--- src/rtl/sbp_pkg.sv ---
// Shared types and constants for the six-button pad select responder.
package sbp_pkg;

  localparam int unsigned TIMER_BITS_DEFAULT = 16;

  localparam int unsigned PAD_W      = 16;
  localparam int unsigned LINES_W    = 6;
  localparam int unsigned PHASE_W    = 3;
  localparam int unsigned LAYOUT_W   = 2;
  localparam int unsigned TIMEOUT_W  = 16;
  localparam int unsigned CFG_IDX_W  = 2;

  localparam logic [TIMEOUT_W-1:0] TIMEOUT_RESET = 16'd4096;
  localparam logic [PAD_W-1:0]     BUTTONS_IDLE  = 16'hFFFF;

  // Word kinds on the input channel.
  localparam logic KIND_SAMPLE = 1'b0;
  localparam logic KIND_TICK   = 1'b1;

  // Configuration register indexes.
  localparam logic [CFG_IDX_W-1:0] CFG_BUTTON_LAYOUT = 2'd0;
  localparam logic [CFG_IDX_W-1:0] CFG_TIMEOUT_TICKS = 2'd1;

  // Button layouts.
  localparam logic [LAYOUT_W-1:0] LAYOUT_BC_JUMP = 2'd0;
  localparam logic [LAYOUT_W-1:0] LAYOUT_AB_JUMP = 2'd1;
  localparam logic [LAYOUT_W-1:0] LAYOUT_ALT     = 2'd2;

  // Bit positions in the pad word.
  localparam int unsigned PAD_B      = 15;
  localparam int unsigned PAD_Y      = 14;
  localparam int unsigned PAD_SELECT = 13;
  localparam int unsigned PAD_START  = 12;
  localparam int unsigned PAD_UP     = 11;
  localparam int unsigned PAD_DOWN   = 10;
  localparam int unsigned PAD_LEFT   = 9;
  localparam int unsigned PAD_RIGHT  = 8;
  localparam int unsigned PAD_A      = 7;
  localparam int unsigned PAD_X      = 6;
  localparam int unsigned PAD_L      = 5;
  localparam int unsigned PAD_R      = 4;

  // Layout-mapped face buttons.
  typedef struct packed {
    logic a;
    logic b;
    logic c;
    logic x;
    logic y;
    logic z;
  } face_t;

endpackage

--- src/rtl/six_button_pad_select_responder.sv ---
// Top level of the six-button pad select responder.
// Takes one word per cycle (select sample or timer tick) and answers a sample
// that matches the current phase's expected select level with one registered
// result word; the phase counter and timeout counter update in the same cycle,
// so back-to-back words run at one per clock. A registered output stage holds
// the result; the input stalls only while that stage is full and not being
// taken. Wrong-level samples and ticks produce no result. Configuration
// writes are taken every cycle.
module six_button_pad_select_responder #(
  parameter int unsigned TIMER_BITS = sbp_pkg::TIMER_BITS_DEFAULT
) (
  input  logic                            clk,
  input  logic                            rst,
  input  logic                            in_valid,
  output logic                            in_ready,
  input  logic                            kind,
  input  logic                            select_level,
  input  logic [sbp_pkg::PAD_W-1:0]       pad_buttons,
  output logic                            out_valid,
  input  logic                            out_ready,
  output logic [sbp_pkg::LINES_W-1:0]     data_lines,
  output logic [sbp_pkg::PHASE_W-1:0]     phase_served,
  input  logic                            cfg_valid,
  output logic                            cfg_ready,
  input  logic [sbp_pkg::CFG_IDX_W-1:0]   cfg_index,
  input  logic [sbp_pkg::TIMEOUT_W-1:0]   cfg_data
);

  localparam int unsigned CMP_W =
    (TIMER_BITS > sbp_pkg::TIMEOUT_W) ? TIMER_BITS : sbp_pkg::TIMEOUT_W;
  localparam logic [TIMER_BITS-1:0] COUNT_MAX = '1;

  logic [sbp_pkg::LAYOUT_W-1:0]  button_layout;
  logic [sbp_pkg::TIMEOUT_W-1:0] timeout_ticks;
  logic [sbp_pkg::PHASE_W-1:0]   phase;
  logic                          timer_armed;
  logic [TIMER_BITS-1:0]         timer_count;
  logic [sbp_pkg::PAD_W-1:0]     latched_buttons;
  logic                          poll_pending;

  logic                          in_fire;
  logic                          serve;
  logic                          tick;
  logic [TIMER_BITS-1:0]         count_inc;
  logic                          expire;
  logic [sbp_pkg::LINES_W-1:0]   lines;

  assign cfg_ready = 1'b1;
  assign in_ready  = !out_valid || out_ready;
  assign in_fire   = in_valid && in_ready;
  // odd phases wait for select low, even phases for select high
  assign serve     = in_fire && (kind == sbp_pkg::KIND_SAMPLE) &&
                     (select_level == !phase[0]);
  assign tick      = in_fire && (kind == sbp_pkg::KIND_TICK);

  assign count_inc = (timer_count == COUNT_MAX) ? timer_count
                                                : timer_count + 1'b1;
  assign expire    = timer_armed &&
                     ((CMP_W'(count_inc) >= CMP_W'(timeout_ticks)) ||
                      (count_inc == COUNT_MAX));

  sbp_entry u_entry (
    .phase   (phase),
    .buttons (latched_buttons),
    .layout  (button_layout),
    .lines   (lines)
  );

  always_ff @(posedge clk) begin
    if (rst) begin
      button_layout <= sbp_pkg::LAYOUT_BC_JUMP;
      timeout_ticks <= sbp_pkg::TIMEOUT_RESET;
    end else if (cfg_valid) begin
      case (cfg_index)
        sbp_pkg::CFG_BUTTON_LAYOUT: button_layout <= cfg_data[sbp_pkg::LAYOUT_W-1:0];
        sbp_pkg::CFG_TIMEOUT_TICKS: timeout_ticks <= cfg_data;
        default: ;
      endcase
    end
  end

  always_ff @(posedge clk) begin
    if (rst) begin
      phase           <= '0;
      timer_armed     <= 1'b0;
      timer_count     <= '0;
      latched_buttons <= sbp_pkg::BUTTONS_IDLE;
      poll_pending    <= 1'b1;
    end else if (tick) begin
      if (poll_pending) begin
        latched_buttons <= pad_buttons;
        poll_pending    <= 1'b0;
      end
      if (expire) begin
        // drop back to phase 0 and take a fresh pad word
        phase           <= '0;
        timer_armed     <= 1'b0;
        timer_count     <= '0;
        latched_buttons <= pad_buttons;
      end else if (timer_armed) begin
        timer_count <= count_inc;
      end
    end else if (serve) begin
      if (phase != '0) begin
        timer_armed <= 1'b1;
        timer_count <= '0;
      end
      phase <= phase + 1'b1;
    end
  end

  always_ff @(posedge clk) begin
    if (rst) begin
      out_valid <= 1'b0;
    end else if (in_ready) begin
      out_valid <= serve;
    end
  end

  always_ff @(posedge clk) begin
    if (serve) begin
      data_lines   <= lines;
      phase_served <= phase;
    end
  end

`ifndef NO_ASSERTIONS
  a_serve_result: assert property (@(posedge clk) disable iff (rst)
    serve |=> out_valid && phase_served == $past(phase))
    else $error("served sample did not yield a result for its phase");

  a_idle_timer_clear: assert property (@(posedge clk) disable iff (rst)
    !timer_armed |-> timer_count == '0)
    else $error("disarmed timer holds a nonzero count");

  a_phase5_lines: assert property (@(posedge clk) disable iff (rst)
    out_valid && phase_served == 3'd5 |-> data_lines[3:0] == 4'b0000)
    else $error("phase 5 entry must drive D0..D3 low");

  a_poll_once: assert property (@(posedge clk) disable iff (rst)
    $fell(poll_pending) |-> $past(tick))
    else $error("poll latch cleared without a tick");

  a_expire_phase0: assert property (@(posedge clk) disable iff (rst)
    tick && expire |=> phase == '0 && !timer_armed)
    else $error("timeout did not return to phase 0");
`endif

endmodule

--- src/rtl/sbp_entry.sv ---
// Schedule entry: maps the latched pad word to the six data lines of a phase.
module sbp_entry (
  input  logic [sbp_pkg::PHASE_W-1:0]  phase,
  input  logic [sbp_pkg::PAD_W-1:0]    buttons,
  input  logic [sbp_pkg::LAYOUT_W-1:0] layout,
  output logic [sbp_pkg::LINES_W-1:0] lines
);

  sbp_pkg::face_t face;
  logic up, down, left, right, start, mode;

  assign up    = buttons[sbp_pkg::PAD_UP];
  assign down  = buttons[sbp_pkg::PAD_DOWN];
  assign left  = buttons[sbp_pkg::PAD_LEFT];
  assign right = buttons[sbp_pkg::PAD_RIGHT];
  assign start = buttons[sbp_pkg::PAD_START];
  assign mode  = buttons[sbp_pkg::PAD_SELECT];

  always_comb begin
    case (layout)
      sbp_pkg::LAYOUT_AB_JUMP: begin
        face.a = buttons[sbp_pkg::PAD_Y];
        face.b = buttons[sbp_pkg::PAD_B];
        face.c = buttons[sbp_pkg::PAD_A];
        face.x = buttons[sbp_pkg::PAD_L];
        face.y = buttons[sbp_pkg::PAD_X];
        face.z = buttons[sbp_pkg::PAD_R];
      end
      sbp_pkg::LAYOUT_ALT: begin
        face.a = buttons[sbp_pkg::PAD_B];
        face.b = buttons[sbp_pkg::PAD_A];
        face.c = buttons[sbp_pkg::PAD_R];
        face.x = buttons[sbp_pkg::PAD_Y];
        face.y = buttons[sbp_pkg::PAD_X];
        face.z = buttons[sbp_pkg::PAD_L];
      end
      default: begin
        // unused code 3 falls back to the default layout
        face.a = buttons[sbp_pkg::PAD_A];
        face.b = buttons[sbp_pkg::PAD_Y];
        face.c = buttons[sbp_pkg::PAD_B];
        face.x = buttons[sbp_pkg::PAD_L];
        face.y = buttons[sbp_pkg::PAD_X];
        face.z = buttons[sbp_pkg::PAD_R];
      end
    endcase
  end

  // Lines are packed D5 down to D0.
  always_comb begin
    case (phase)
      3'd1, 3'd3: lines = {start, face.a, 1'b0, 1'b0, down, up};
      3'd5:       lines = {start, face.a, 4'b0000};
      3'd6:       lines = {face.c, face.b, mode, face.x, face.y, face.z};
      3'd7:       lines = {start, face.a, 4'b1111};
      default:    lines = {face.c, face.b, right, left, down, up};
    endcase
  end

endmodule
--- config.mk ---
export PLATFORM = sky130hd
export DESIGN_NAME = six_button_pad_select_responder
export DESIGN_NICKNAME = d
export VERILOG_FILES = /design/src/rtl/sbp_pkg.sv /design/src/rtl/six_button_pad_select_responder.sv /design/src/rtl/sbp_entry.sv
export SDC_FILE = /design/constraint.sdc
export NUM_CORES = 1
export LEC_CHECK = 0
export BUFFER_PORTS_ARGS = -buffer_cell sky130_fd_sc_hd__buf_2
export CAP_MARGIN = 10
export CORE_ASPECT_RATIO = 0.7
export CORE_MARGIN = 2
export CORE_UTILIZATION = 44
export DETAILED_ROUTE_END_ITERATION = 10
export PLACE_DENSITY = 0.64
export SLEW_MARGIN = 30
export SYNTH_ARGS = -nofsm -noshare
export SYNTH_HDL_FRONTEND = slang
export SYNTH_SLANG_ARGS = --single-unit
export TNS_END_PERCENT = 50
--- constraint.sdc ---
create_clock -name clk -period 5.05 [get_ports clk]
set_clock_uncertainty 0.05 [all_clocks]
set_input_delay 0.7575 -clock clk [delete_from_list [all_inputs] [get_ports clk]]
set_output_delay 0.7575 -clock clk [all_outputs]
set_load 0.05 [all_outputs]
-- Word level (Yosys, flattened, before mapping)
Index checks and enable logic that the tools add are counted.
- logic and storage cells: 65
- register bits: 65
- input bits: 41
- reductions and logical operators: 21
- magnitude comparators: 1
- equal/unequal tests: 13
- add/subtract/negate cells: 2
- bitwise gates (word level): 1
- mux-type cells: 17
- operators by type and width (cell ; number):
    $mux 16 ; 8
    $eq 16x16->1 const B ; 2
    $pmux 6 s4 ; 1
    $add 16x1->16 const B ; 1
    $ge 16x16->1 ; 1
    $pmux 6 s2 ; 1
    $eq 3x3->1 const B ; 3
    $mux 3 ; 3
    $reduce_and 2->1 ; 4
    $reduce_and 3->1 ; 2
    $reduce_bool 2->1 ; 3
    $logic_and 1x1->1 ; 5
    $eq 2x1->1 const B ; 2
    $mux 1 ; 4
    $add 3x1->3 const B ; 1
    $eq 3x1->1 const B ; 1
    $eq 3x2->1 const B ; 1
    $ne 3x2->1 const B ; 1
    $reduce_bool 3->1 ; 1
    $eq 2x2->1 const B ; 1
    $logic_not 1->1 ; 2
    $logic_not 2->1 ; 1
    $logic_or 1x1->1 ; 2
    $ne 2x1->1 const B ; 1
    3 further kinds ; 3

-- Longest topological paths before layout
- depth in word-level cells: 7
- depth in mapped cells: 16
- depth with buffers taken out: 14

-- By module
A second synthesis with hierarchy kept.
- cell total of the unflattened synthesis: 431
- area, all modules: 3689.8 um2
- by module, submodules not included (module ; times used ; area each (um2) ; seq. area each (um2) ; cells an instance):
    six_button_pad_select_responder ; 1 ; 3440.8 ; 1391.3 ; 394
    sbp_entry ; 1 ; 249.0 ; 0.0 ; 37

-- Worst setup path before layout
Ideal clock, no wire load.
- kind: register to register
- start point: register timer_count[0]
- end point: register timer_count[7]
- required time: 4.942 ns
- stages on the path, launching flop included: 15
- slack: 1.159 ns
- data arrival time: 3.782 ns
- library setup time: 0.058 ns
- cell sequence: dfxtp_1 -> ha_1 -> nand3_1 -> or3_1 -> and3_1 -> xor2_1 -> ha_1 -> a21o_1 -> a21o_1 -> a2111oi_0 -> o21ai_0 -> a21oi_1 -> o211ai_2 -> a2111oi_0 -> o22a_1
- longest elaborated chain between the ends: 7
- RTL lines (what ; line ; RTL):
    start, declared ; six_button_pad_select_responder.sv:37 ; logic [TIMER_BITS-1:0] timer_count;
    start signal, assigned ; six_button_pad_select_responder.sv:101 ; timer_count <= count_inc;
    $add 16x1->16 or $eq 16x16->1 (tied branches) ; six_button_pad_select_responder.sv:57, six_button_pad_select_responder.sv:56 ;
    $mux 16 * ; six_button_pad_select_responder.sv:56 ; assign count_inc = (timer_count == COUNT_MAX) ? timer_count
    $ge 16x16->1 or $eq 16x16->1 (tied branches) ; six_button_pad_select_responder.sv:59, six_button_pad_select_responder.sv:60 ;
    $logic_or 1x1->1 ; six_button_pad_select_responder.sv:59 ; ((CMP_W'(count_inc) >= CMP_W'(timeout_ticks)) ||
    $logic_and 1x1->1 ; six_button_pad_select_responder.sv:58 ; assign expire = timer_armed &&
    $ne 3x2->1 (no source line) or $mux 16 (tied branches) ; -- ;
    $reduce_and 3->1 (no source line) or $mux 16 (tied branches) ; -- ;
Every way passes the cells marked *; elsewhere a longest branch is shown, timed or not. The select of a mux whose other input is x is not followed.
A chain may end at the register's enable or synchronous reset.

-- Final worst setup path
Same ends and word-level chain as after synthesis.

==> results.md <==
* Crit path capture type: flop
* Synth Area per Inst at ~9.1 um2
* Initial Utilization at 44.8%
* Synth warn at 0
* DRT antenna net count at 0
* Total internal power at roughly 790 uW
* Post-CTS Resized at 0
* Slew Limit Fails at 0
* CTS clk-pin slew, worst paths at ~0.06 ns
* Required @ worst endpoint at between 5 and 6 ns
* Power density over cell area at between 200 and 300 mW/mm2
* Via density at roughly 5.4
* Min Tclk post-route at 4.58 ns
* Die Y at around 78 um
* Switching pwr at 258 uW
* Area of the multi-input gates at between 0.0015 and 0.002 mm2
* TritonCTS clock tree: done
* Initial antenna violation count at 0
* Sw Share at ~25%
* Hold Fails Final Rpt at 0
* Via count at ~2900
* Startpoint Class: flop
* First-pass detailed-route iteration total at 4
* Outcome: finished clean
* Min-Delay Path Class: flop to flop
* Commonest non-fill, non-tap cells in the layout: dfxtp_1, nand2_1, buf_2
* Placed insts at between 500 and 600
* FF-to-FF path depth at 14
* Die area at roughly 0.0086 mm2
* Sequential fraction of the synthesis area at between 30% and 40%
* Post-Syn Area at 0.00347 mm2
* Area leader, netlist: dfxtp_1
* Hold Path Stages at 2
* Worst vdd ir at between 0.1 and 0.15 mV
* Top-Level Pins at 53
* Commonest non-fill, non-tap cell in the layout: dfxtp_1
* Critical path fanouts, max at 8
* Synth Area in XOR/XNOR at under 10%
* Clk pwr share at between 30% and 40%
* Post-Synth Simple-Gate Area at 18.2%
* Worst rel slew slack at 50.5%
* Worst r2r dst: timer_count[7]
* Post-synthesis cell type count at between 60 and 70
* Filler Cell Count at 728
* Cells after synthesis at 381
* Post-synthesis mux area share at 1.23%
* H-Tree Depth at 3
* WHS at around 0.41 ns
* Synth Flop Type: dfxtp_1
* Clock Tree Root: clkbuf_8
* RSZ-0062 raised after global routing: false
* Sink Count at 61
* GRT busiest layer: met1
* Setup TNS at 0 ns
* Post-CTS Setup Bufs at 0
* 1st-iter DRT viols at approximately 120
* Count of buffers from port buffering at between 40 and 50
* Met3 Use GR at ~5.6%
* NumNets Final at around 490
* Synth area leaders: dfxtp_1, ha_1, edfxtp_1, nand2_1, a21oi_1
* Core ar. at 0.00774 mm2
* Die Span X at 110 um
* Inserted Diodes at 0
* Reg area at approximately 0.0013 mm2
* Area grow syn2layout at 13.7%
* Clock buffer depth at 2
* Post-detailed-routing wire length at slightly below 8000 um
* Number of synthesized flops with an enable pin at 9
* Worst-Skew Late Latency at approximately 0.34 ns
* Flop2flop setup slack at around 0.47 ns
* M2 GR Usage at 27.5%
* FF-to-FF Start: timer_count[0]
* RePlAce Congestion at ~0.83
* Hold path start: timeout_ticks[11]
* Seq cells post-synth at ~60
* Combinational power share at around a tenth
* Critical path type: flop to flop
* Post-layout util at slightly above 50%
* Cell Rows at 27
* Layout cells sized above 1 at 18.9%
* Adder-cell share of the synthesized area at roughly 8.7%
* Power, Total at 1040 uW
* Post-Syn Nets at 446
* Largest family of logic cells by synthesized area: compound AO/OA/AOI/OAI gates
* Residual DRC at 0
* Compound-Gate Fraction of Synth Area at around a quarter
* Max cap viols at 0
* Hold-fix buffers, CTS at 0
* Max Clock Freq at 218 MHz
* Global-route wire length before repair at 13400 um
* Leak Pwr at around 0.0017 uW
* Post-DP HPWL at a little under 6000 um
* CP arrival at 4.81 ns
* Final setup viols at 0
* Gr usage total at between 20 and 25%
* Routed wire per std cell at about 15 um
* Worst slew pin tran at roughly 0.74 ns
* Largest net degree at the start of global routing at 41
* Met1 usage at between 30% and 40%
* Vias in the first global route at 2675
* Post-synth ARST share at 0%
* Flop pwr share at approximately half
* Period utilisation layout at a little over 90%
* Worst Hold Path EP: timeout_ticks[11]
* Yosys top cell area share at 30.0%
* GRT overflow at 0
* Cts bufs inserted at 9
* Finished Layout Cells at 529
==> worst max path at each step <==
stage                              start              to  slack [ns]  depth (start not counted)
after floorplan           timer_count[0]  timer_count[7]        1.16                         14
after global placement    timer_count[0]  timer_count[7]        0.63                         14
after detailed placement  timer_count[0]  timer_count[7]        0.54                         14
after CTS                 timer_count[0]  timer_count[7]        0.50                         14
after global routing      timer_count[0]  timer_count[7]        0.16                         14
final                     timer_count[0]  timer_count[7]        0.47                         14
==> per-stage QoR <==
| step | worst slack, ns | area [um2] |
|---|---|---|
| 6_report | 0.470 | 3940 |
| 5_1_grt | 0.163 | 3940 |
| 4_1_cts | 0.503 | 3940 |
| 3_5_place_dp | 0.535 | 3750 |
| 3_3_place_gp | 0.628 | 3750 |
| 2_1_floorplan | 1.16 | 3470 |
==> cells by family after synthesis <==
logic type / count (synthesis)
flops: 61
other cells: 1
xor+xnor: 9
buf+inv: 48
fa+ha+maj: 24
simple gates: 117
compound gates: 117
mux: 4
==> cell type report <==
cell class | count | share of cell area (%)
timing repair buffer | 50 | 6.54
clock inverter | 1 | 0.127
clock buffer | 15 | 4.73
inverter | 29 | 2.76
multi-input combinational | 272 | 49.3
tap | 101 | 3.21
sequential | 61 | 33.3
==> Yosys cell counts (3+ instances only) <==
library cell	n
o21a_1	3
nor2_1	16
nand3b_1	3
clkbuf_1	10
a31o_2	3
ha_1	24
nand2b_1	3
o21ai_0	9
nand4_1	10
dfxtp_1	52
buf_6	3
a32o_1	3
edfxtp_1	9
a21oi_1	29
inv_1	29
a22o_1	14
buf_2	5
nand2_1	51
o211ai_1	4
xnor2_1	6
a21o_1	17
xor2_1	3
a31o_1	9
nand3_1	7
nor3_1	3
and4_1	3
and3_1	5
==> power by group through the flow <==
stage | combinational [uW] | sequential (uW) | clock (uW)
after floorplan | 66.9 | 540 | 0
after global placement | 105 | 531 | 0
after detailed placement | 107 | 532 | 0
after CTS | 107 | 521 | 429
after global routing | 119 | 523 | 457
final | 107 | 521 | 417
==> sequential cells by signal (all words and copies together) (netlist names) <==
name,count
button_layout,2
data_lines,6
latched_buttons,12
out_valid,1
phase,3
phase_served,3
poll_pending,1
timeout_ticks,16
timer_armed,1
timer_count,16
==> worst max-delay path, cell delays in order, from the launching register on <==
cell and delay, ns:
dfxtp_1 0.46, ha_1 0.25, nand3_1 0.19, or3_1 0.43, and3_1 0.25, xor2_1 0.37, ha_1 0.33, a21o_1 0.16
a21o_1 0.16, a2111oi_0 0.36, o21ai_0 0.13, a21oi_1 0.43, o211ai_2 0.31, a2111oi_0 0.44, o22a_1 0.20
==> routing by layer <==
metal | wire length (um) | vias to the layer above
met2 | 3220 | 69
met3 | 373 | 4
li1 | - | 1478
met5 | 0 | -
met4 | 42 | 0
met1 | 4240 | 1326
Note: power is estimated with default switching activity, not from simulation.
